--- src/rtl/jetcm_pkg.sv ---
// jetcm_pkg: widths, types, constants and register codes for the jet colour map
// shared by the stream interfaces and the top level; depends on nothing
package jetcm_pkg;

	// field widths
	localparam int SAMPLE_BITS  = 16;
	localparam int CHANNEL_BITS = 8;

	// full channel intensity
	localparam int CHAN_FULL_INT = (2 ** CHANNEL_BITS) - 1;

	// the quotient never exceeds 4*full, so two bits more than a channel
	localparam int QUOT_BITS  = CHANNEL_BITS + 2;
	// the divider resolves two quotient bits in each stage
	localparam int DIV_STAGES = (QUOT_BITS + 1) / 2;
	localparam int QW         = 2 * DIV_STAGES;
	// partial remainder holds 4*full*d and the divisor shifted by the top quotient bit
	localparam int REM_BITS   = SAMPLE_BITS + QW;

	typedef logic [SAMPLE_BITS-1:0]  sample_t;
	typedef logic [CHANNEL_BITS-1:0] chan_t;
	typedef logic [REM_BITS-1:0]     rem_t;
	typedef logic [QW-1:0]           quot_t;

	localparam chan_t   CHAN_FULL   = chan_t'(CHAN_FULL_INT);
	localparam sample_t LOWER_RESET = '0;
	localparam sample_t UPPER_RESET = sample_t'(32'd65535);

	// multiplier constant 4*full
	localparam rem_t FULL4_MUL = rem_t'(4 * CHAN_FULL_INT);

	// quarter boundaries in quotient width
	localparam quot_t Q_F  = quot_t'(CHAN_FULL_INT);
	localparam quot_t Q_2F = quot_t'(2 * CHAN_FULL_INT);
	localparam quot_t Q_3F = quot_t'(3 * CHAN_FULL_INT);
	localparam quot_t Q_4F = quot_t'(4 * CHAN_FULL_INT);

	// configuration register indexes
	typedef enum logic [0:0] {
		REG_RANGE_LOWER = 1'b0,
		REG_RANGE_UPPER = 1'b1
	} cfg_reg_t;

endpackage

--- src/rtl/jetcm_if.sv ---
// jetcm_if: valid/ready stream interfaces for sample words and pixel words
// depends on jetcm_pkg for field types
interface jetcm_sample_if;
	logic               valid;
	logic               ready;
	jetcm_pkg::sample_t sample;

	modport source (output valid, output sample, input ready);
	modport sink (input valid, input sample, output ready);
endinterface

interface jetcm_pixel_if;
	logic             valid;
	logic             ready;
	jetcm_pkg::chan_t red;
	jetcm_pkg::chan_t green;
	jetcm_pkg::chan_t blue;

	modport source (output valid, output red, output green, output blue, input ready);
	modport sink (input valid, input red, input green, input blue, output ready);
endinterface

--- src/rtl/value_to_jet_colormap_top.sv ---
// value_to_jet_colormap_top: pipelined jet colour map, one sample word in, one pixel word out
// depends on jetcm_pkg and the stream interfaces in jetcm_if
//
//   channel   dir   handshake     payload
//   samples   in    valid/ready   sample
//   pixels    out   valid/ready   red, green, blue
//   cfg       in    cfg_wr_en     cfg_index, cfg_data
//
// one word per cycle while the pixel side is not stalling; the pipeline is made of the clamp stage,
// the constant multiply stage, the restoring divider
// (two quotient bits per stage) and the output register
// arst_n clears the valid bits and sets the range to its full span
// a stalled output holds every stage, empty ones too, so bubbles are never squeezed out
// and the input is refused until the pixel word is taken
module value_to_jet_colormap_top (
	input  logic                    clk,
	input  logic                    arst_n,
	input  logic                    cfg_wr_en,
	input  logic                    cfg_index,
	input  jetcm_pkg::sample_t      cfg_data,
	jetcm_sample_if.sink            samples,
	jetcm_pixel_if.source           pixels
);

	localparam int NS = jetcm_pkg::DIV_STAGES;

	// configuration registers
	jetcm_pkg::sample_t range_lower_q;
	jetcm_pkg::sample_t range_upper_q;

	always_ff @(posedge clk or negedge arst_n) begin
		if (!arst_n) begin
			range_lower_q <= jetcm_pkg::LOWER_RESET;
			range_upper_q <= jetcm_pkg::UPPER_RESET;
		end else if (cfg_wr_en) begin
			unique case (jetcm_pkg::cfg_reg_t'(cfg_index))
				jetcm_pkg::REG_RANGE_LOWER: range_lower_q <= cfg_data;
				jetcm_pkg::REG_RANGE_UPPER: range_upper_q <= cfg_data;
				default: ;
			endcase
		end
	end

	// whole pipeline moves when the output register is free or being drained
	logic out_valid_q;
	logic advance;

	assign advance       = !out_valid_q || pixels.ready;
	assign samples.ready = advance;

	// stage 1: clamp and offsets
	logic               valid_s1;
	logic               empty_s1;
	jetcm_pkg::sample_t d_s1;
	jetcm_pkg::sample_t dv_s1;
	jetcm_pkg::sample_t clamped;

	always_comb begin
		clamped = samples.sample;
		if (samples.sample < range_lower_q) begin
			clamped = range_lower_q;
		end else if (samples.sample > range_upper_q) begin
			clamped = range_upper_q;
		end
	end

	always_ff @(posedge clk or negedge arst_n) begin
		if (!arst_n) begin
			valid_s1 <= 1'b0;
		end else if (advance) begin
			valid_s1 <= samples.valid;
		end
	end

	always_ff @(posedge clk) begin
		if (advance) begin
			empty_s1 <= (range_upper_q <= range_lower_q);
			d_s1     <= clamped - range_lower_q;
			dv_s1    <= range_upper_q - range_lower_q;
		end
	end

	// stage 2: numerator 4*full*d
	logic               valid_s2;
	logic               empty_s2;
	jetcm_pkg::rem_t    num_s2;
	jetcm_pkg::sample_t dv_s2;

	always_ff @(posedge clk or negedge arst_n) begin
		if (!arst_n) begin
			valid_s2 <= 1'b0;
		end else if (advance) begin
			valid_s2 <= valid_s1;
		end
	end

	always_ff @(posedge clk) begin
		if (advance) begin
			empty_s2 <= empty_s1;
			num_s2   <= jetcm_pkg::rem_t'(d_s1) * jetcm_pkg::FULL4_MUL;
			dv_s2    <= dv_s1;
		end
	end

	// restoring divider stages, two quotient bits each
	logic               div_valid_s [NS];
	logic               div_empty_s [NS];
	jetcm_pkg::rem_t    div_rem_s   [NS];
	jetcm_pkg::quot_t   div_quot_s  [NS];
	jetcm_pkg::sample_t div_dv_s    [NS];

	for (genvar k = 0; k < NS; k++) begin : g_div
		localparam int BHI = jetcm_pkg::QW - 1 - 2 * k;
		localparam int BLO = jetcm_pkg::QW - 2 - 2 * k;

		logic               valid_in;
		logic               empty_in;
		jetcm_pkg::rem_t    rem_in;
		jetcm_pkg::quot_t   quot_in;
		jetcm_pkg::sample_t dv_in;
		jetcm_pkg::rem_t    sub_hi;
		jetcm_pkg::rem_t    sub_lo;
		jetcm_pkg::rem_t    rem_mid;
		jetcm_pkg::rem_t    rem_out;
		jetcm_pkg::quot_t   quot_out;

		if (k == 0) begin : g_first
			assign valid_in = valid_s2;
			assign empty_in = empty_s2;
			assign rem_in   = num_s2;
			assign quot_in  = '0;
			assign dv_in    = dv_s2;
		end else begin : g_next
			assign valid_in = div_valid_s[k-1];
			assign empty_in = div_empty_s[k-1];
			assign rem_in   = div_rem_s[k-1];
			assign quot_in  = div_quot_s[k-1];
			assign dv_in    = div_dv_s[k-1];
		end

		assign sub_hi = jetcm_pkg::rem_t'(dv_in) << BHI;
		assign sub_lo = jetcm_pkg::rem_t'(dv_in) << BLO;

		// trial subtract for the upper then the lower bit
		always_comb begin
			quot_out = quot_in;
			rem_mid  = rem_in;
			if (rem_in >= sub_hi) begin
				rem_mid       = rem_in - sub_hi;
				quot_out[BHI] = 1'b1;
			end
			rem_out = rem_mid;
			if (rem_mid >= sub_lo) begin
				rem_out       = rem_mid - sub_lo;
				quot_out[BLO] = 1'b1;
			end
		end

		always_ff @(posedge clk or negedge arst_n) begin
			if (!arst_n) begin
				div_valid_s[k] <= 1'b0;
			end else if (advance) begin
				div_valid_s[k] <= valid_in;
			end
		end

		always_ff @(posedge clk) begin
			if (advance) begin
				div_empty_s[k] <= empty_in;
				div_rem_s[k]   <= rem_out;
				div_quot_s[k]  <= quot_out;
				div_dv_s[k]    <= dv_in;
			end
		end
	end

	// final stage: quarter select into the output register
	jetcm_pkg::quot_t xf;
	jetcm_pkg::quot_t xc;
	jetcm_pkg::chan_t red_d;
	jetcm_pkg::chan_t green_d;
	jetcm_pkg::chan_t blue_d;
	jetcm_pkg::chan_t red_q;
	jetcm_pkg::chan_t green_q;
	jetcm_pkg::chan_t blue_q;

	assign xf = div_quot_s[NS-1];
	assign xc = xf + jetcm_pkg::quot_t'(div_rem_s[NS-1] != '0);

	always_comb begin
		priority if (div_empty_s[NS-1]) begin
			red_d   = jetcm_pkg::CHAN_FULL;
			green_d = '0;
			blue_d  = '0;
		end else if (xf < jetcm_pkg::Q_F) begin
			red_d   = '0;
			green_d = jetcm_pkg::chan_t'(xf);
			blue_d  = jetcm_pkg::CHAN_FULL;
		end else if (xf < jetcm_pkg::Q_2F) begin
			red_d   = '0;
			green_d = jetcm_pkg::CHAN_FULL;
			blue_d  = jetcm_pkg::chan_t'(jetcm_pkg::Q_2F - xc);
		end else if (xf < jetcm_pkg::Q_3F) begin
			red_d   = jetcm_pkg::chan_t'(xf - jetcm_pkg::Q_2F);
			green_d = jetcm_pkg::CHAN_FULL;
			blue_d  = '0;
		end else begin
			red_d   = jetcm_pkg::CHAN_FULL;
			green_d = jetcm_pkg::chan_t'(jetcm_pkg::Q_4F - xc);
			blue_d  = '0;
		end
	end

	always_ff @(posedge clk or negedge arst_n) begin
		if (!arst_n) begin
			out_valid_q <= 1'b0;
		end else if (advance) begin
			out_valid_q <= div_valid_s[NS-1];
		end
	end

	always_ff @(posedge clk) begin
		if (advance) begin
			red_q   <= red_d;
			green_q <= green_d;
			blue_q  <= blue_d;
		end
	end

	// pixel word out
	assign pixels.valid = out_valid_q;
	assign pixels.red   = red_q;
	assign pixels.green = green_q;
	assign pixels.blue  = blue_q;

endmodule

--- src/flat_wrapper.sv ---
// flat-port wrapper written by rule: the top's interface ports become plain ports
module value_to_jet_colormap_top_flat 
  (clk, arst_n, cfg_wr_en, cfg_index, cfg_data, samples_valid, samples_sample, samples_ready, pixels_valid, pixels_red, pixels_green, pixels_blue, pixels_ready);
  jetcm_sample_if samples_i ();
  jetcm_pixel_if pixels_i ();
  input  logic clk;
  input  logic arst_n;
  input  logic cfg_wr_en;
  input  logic cfg_index;
  input  jetcm_pkg::sample_t cfg_data;
  input wire logic [$bits(samples_i.valid)-1:0] samples_valid;
  input wire logic [$bits(samples_i.sample)-1:0] samples_sample;
  output wire logic [$bits(samples_i.ready)-1:0] samples_ready;
  output wire logic [$bits(pixels_i.valid)-1:0] pixels_valid;
  output wire logic [$bits(pixels_i.red)-1:0] pixels_red;
  output wire logic [$bits(pixels_i.green)-1:0] pixels_green;
  output wire logic [$bits(pixels_i.blue)-1:0] pixels_blue;
  input wire logic [$bits(pixels_i.ready)-1:0] pixels_ready;
  assign samples_i.valid = samples_valid;
  assign samples_i.sample = samples_sample;
  assign samples_ready = samples_i.ready;
  assign pixels_valid = pixels_i.valid;
  assign pixels_red = pixels_i.red;
  assign pixels_green = pixels_i.green;
  assign pixels_blue = pixels_i.blue;
  assign pixels_i.ready = pixels_ready;
  value_to_jet_colormap_top u_core (.clk(clk), .arst_n(arst_n), .cfg_wr_en(cfg_wr_en), .cfg_index(cfg_index), .cfg_data(cfg_data), .samples(samples_i), .pixels(pixels_i));
endmodule
--- config.mk ---
export PLATFORM = sky130hd
export DESIGN_NAME = value_to_jet_colormap_top_flat
export DESIGN_NICKNAME = d
export VERILOG_FILES = /design/src/rtl/jetcm_pkg.sv /design/src/rtl/jetcm_if.sv /design/src/rtl/value_to_jet_colormap_top.sv /design/src/flat_wrapper.sv
export SDC_FILE = /design/constraint.sdc
export NUM_CORES = 1
export LEC_CHECK = 0
export ABC_AREA = 0
export BUFFER_PORTS_ARGS = -buffer_cell sky130_fd_sc_hd__buf_2
export CORE_MARGIN = 4
export CORE_UTILIZATION = 25
export CTS_BUF_LIST = sky130_fd_sc_hd__clkbuf_16
export DETAILED_ROUTE_END_ITERATION = 8
export PLACE_DENSITY = 0.48
export SYNTH_ARGS = -nofsm -noshare
export SYNTH_HDL_FRONTEND = slang
export SYNTH_SLANG_ARGS = --single-unit
--- constraint.sdc ---
create_clock -name clk -period 31.8 [get_ports clk]
set_input_delay 3.18 -clock clk [delete_from_list [all_inputs] [get_ports clk]]
set_output_delay 3.18 -clock clk [all_outputs]
set_load 0.02 [all_outputs]
==> impl_metrics.sql <==
INSERT INTO impl_metrics (metric_group, metric, value, unit) VALUES
('floorplan', 'site_rows', '122', ''),
('detailed_routing', 'avgRoutedWirePerCell', '15.2', 'um'),
('grt', 'grt_start_max_net_pins', '164', ''),
('worst_setup_path', 'critical_path.endpoint_type', 'flop', ''),
('placed_design', 'place_congestion', '0.865', ''),
('detailed_routing', 'antenna_violating_nets_remaining', '0', ''),
('yosys', 'synthFlopType', 'edfxtp_1', ''),
('yosys', 'synth-seq-cells', '359', ''),
('clocking', 'cts_post_setup_buffers_inserted', '0', ''),
('yosys', 'synthesis.nets', '3257', ''),
('floorplan', 'die_w', '344', 'um'),
('finish', 'fraction_of_layout_cells_with_a_size_suffix_above_1', '9.59', '%'),
('detailed_routing', 'avg_vias_per_cell', '4.55', ''),
('clocking', 'skew_pair_late_insertion_delay', '0.59', 'ns'),
('timing', 'drv_slew', '0', ''),
('yosys', 'synth_area', '28200', 'um^2'),
('finish', 'utilization_of_the_core_after_routing', '28.5', '%'),
('clocking', 'root_buffer', 'clkbuf_16', ''),
('clocking', 'numClockSinks', '359', ''),
('floorplan', 'initial_core_util', '25.4', '%'),
('timing', 'post-route-worst-setup-slack', '24.27', 'ns'),
('yosys', 'synth_top_cells_by_area', 'edfxtp_1, ha_1, fa_1', ''),
('yosys', 'synth_edf_count', '319', ''),
('clocking', 'tritoncts_clock_tree', 'done', ''),
('yosys', 'synthCells', '2868', ''),
('grt', 'grt_antenna_before_repair', '1', ''),
('detailed_routing', 'detailedRoute.firstIterationViolations', '796', ''),
('yosys', 'synth_most_common_cell', 'edfxtp_1', ''),
('floorplan', 'design.core.area', '111000', 'um^2'),
('clocking', 'cts_htree_levels', '2', ''),
('floorplan', 'dieHeight', '344', 'um'),
('timing', 'tightestPinTransition', '1.05', 'ns'),
('worst_setup_path', 'critPathLaunchType', 'input port', ''),
('yosys', 'netlist.area_leader.share', '34.0', '%'),
('yosys', 'synthesis.yosys.warnings', '0', ''),
('timing', 'setup_viols_final', '0', ''),
('detailed_routing', 'post_detailed_route_drc_marker_count', '0', ''),
('finish', 'layout.nets', '3328', ''),
('timing', 'hold_viol_final', '0', ''),
('finish', 'final_cell_count_without_fillers', '4460', ''),
('yosys', 'synth_common_cells', 'edfxtp_1, inv_1, ha_1', ''),
('timing', 'post-route-min-period', '7.53', 'ns'),
('placed_design', 'placement.setup.worst_slack', '23.64', 'ns'),
('finish', 'areaGrowthSynthToFinish', '12.6', '%'),
('placed_design', 'placed_cells_incl_taps', '4380', ''),
('clocking', 'postCtsHoldBufs', '0', ''),
('timing', 'max_clock_freq', '133', 'MHz'),
('floorplan', 'io_pins', '64', ''),
('yosys', 'yosys.cell_types.count', '82', ''),
('worst_setup_path', 'cp.required', '32.13', 'ns'),
('placed_design', 'port-buffer-count', '63', ''),
('timing', 'skew_final', '0.0189', 'ns'),
('finish', 'antenna_cells_inserted', '0', ''),
('placed_design', 'dpl.hpwl', '54.1', 'mm'),
('detailed_routing', 'routed_wl', '67.6', 'mm'),
('worst_setup_path', 'worstPathArrival', '7.86', 'ns'),
('clocking', 'cts_inserted_buffers', '45', ''),
('yosys', 'seq_area_frac_synth', '37.6', '%'),
('grt', 'first_global_vias', '20700', ''),
('floorplan', 'die-area', '118000', 'um^2'),
('clocking', 'clk_pin_slew', '0.06', 'ns'),
('finish', 'filler_cell_count', '11700', ''),
('yosys', 'syn_avg_cell_area', '9.84', 'um^2'),
('run_status', 'outcome', 'completed', ''),
('detailed_routing', 'vias', '20300', ''),
('grt', 'grt_util_all_layers', '11.4', '%'),
('worst_setup_path', 'worst_path_maximum_fanout', '31', ''),
('detailed_routing', 'detail_route.first_pass.iterations', '5', ''),
('min_path', 'min_path_type', 'flop to flop', ''),
('yosys', 'synth.largest_area_cell', 'edfxtp_1', ''),
('worst_setup_path', 'worst-setup-path-type', 'input port to flop', ''),
('flow_run', 'max-cap-violations', '0', ''),
('yosys', 'synth-async-reset-ratio', '11.1', '%'),
('grt', 'grt_overflow_total', '0', ''),
('timing', 'timing.slew.headroom', '29.9', '%'),
('clocking', 'cts_repair_resize_count', '0', ''),
('timing', 'fin_crit_sh', '23.7', '%'),
('grt', 'grt_pass1_wl', '109', 'mm'),
('clocking', 'cts_buffer_depth', '3', ''),
('timing', 'finalSetupTns', '0', 'ns'),
('timing', 'rsz_0062_raised_after_global_routing', 'no', '');
==> state kept, by name, summed over array words and instances, names as in the netlist, 8 cells and up <==
name                  flops
u_core.div_rem_s        122
u_core.div_dv_s          64
u_core.div_quot_s        30
u_core.g_div.rem_in      24
u_core.d_s1              16
u_core.dv_s1             16
u_core.dv_s2             16
u_core.range_lower_q     16
u_core.range_upper_q     16
u_core.pixels.blue        8
u_core.pixels.green       8
u_core.pixels.red         8
==> placed cells by master (no fill, tap or decap), types with 35 or more instances in the layout <==
cell	count
o21a_1	35
ha_1	270
xor2_1	78
nor3_1	50
clkbuf_16	45
buf_2	63
mux2_2	88
a21o_1	76
o21ai_0	202
fa_1	81
nand3_1	41
edfxtp_1	319
nand2_1	223
nor2_1	178
nand4_1	36
nand2b_1	41
inv_1	320
xnor2_1	138
a21oi_1	210
==> path summary, 6_finish.rpt <==
kind / start / end / slack [ns] / depth (start not counted)
min reg2reg: u_core.dv_s1[6]$_DFFE_PP_ / u_core.dv_s2[6]$_DFFE_PP_ / 0.42 / 0
min: u_core.dv_s1[6]$_DFFE_PP_ / u_core.dv_s2[6]$_DFFE_PP_ / 0.42 / 0
max in group asynchronous: arst_n / u_core.range_lower_q[1]$_DFFE_PN0P_ / 28.48 / 1
max: samples_sample[13] / u_core.d_s1[14]$_DFFE_PP_ / 24.27 / 22
min in group asynchronous: arst_n / u_core.pixels.valid$_DFFE_PN0P_ / 2.72 / 1
max reg2reg: u_core.div_dv_s[0][1]$_DFFE_PP_ / u_core.div_rem_s[0][42]$_DFFE_PP_ / 24.70 / 22
==> logic make-up after synthesis <==
logic type               Yosys count  share of synthesized area, %
buffers and inverters            371                          4.99
XOR/XNOR                         216                          6.71
multiplexers                     100                          3.94
flip-flops                       359                          37.6
adder cells (fa/ha/maj)          351                          17.7
AND/OR/NAND/NOR                  741                          13.0
AO/OA/AOI/OAI                    730                          16.1
==> cell type report <==
type,instances,area [um^2],area share (%)
inverter,316,1190,3.74
clock inverter,35,285,0.898
clock buffer,45,1130,3.55
multi-input combinational,2138,16200,51.1
sequential,359,10600,33.4
tap,1488,1860,5.86
timing repair buffer,79,460,1.45
==> routing by layer <==
layer | track usage [%] | part of all wire [%] | up-vias
met5 | 0 | 0 | -
met4 | 4.49 | 3.8 | 0
met3 | 1.64 | 2.8 | 118
met2 | 20.3 | 48 | 257
met1 | 13.9 | 45 | 9455
li1 | - | - | 10500
==> critical path: stages <==
cell and delay [ns]:
buf_2 0.12, ha_1 0.30, a21o_1 0.18, a21o_1 0.16
a21oi_1 0.24, nand3_1 0.13, o21ai_2 0.79, o21ai_0 0.16
mux2i_1 0.18, ha_1 0.16, inv_1 0.06, fa_1 0.39
a21o_1 0.18, a21oi_1 0.21, o21bai_1 0.09, a21oi_1 0.22
o21bai_1 0.12, a211oi_1 0.31, o21ai_0 0.18, a31o_2 0.25
a21oi_1 0.17, xnor2_1 0.08
==> per-stage QoR <==
step / hold slack (ns) / area, um^2
floorplan: 0.400 / 28200
global placement: 0.404 / 30300
detailed placement: 0.405 / 30300
CTS: 0.414 / 31800
global route: 0.421 / 31800
finish: 0.415 / 31800
Power is left out: the tool's default activity adds up to more than one toggle a clock period on the data nets, which glitch-free logic cannot reach.
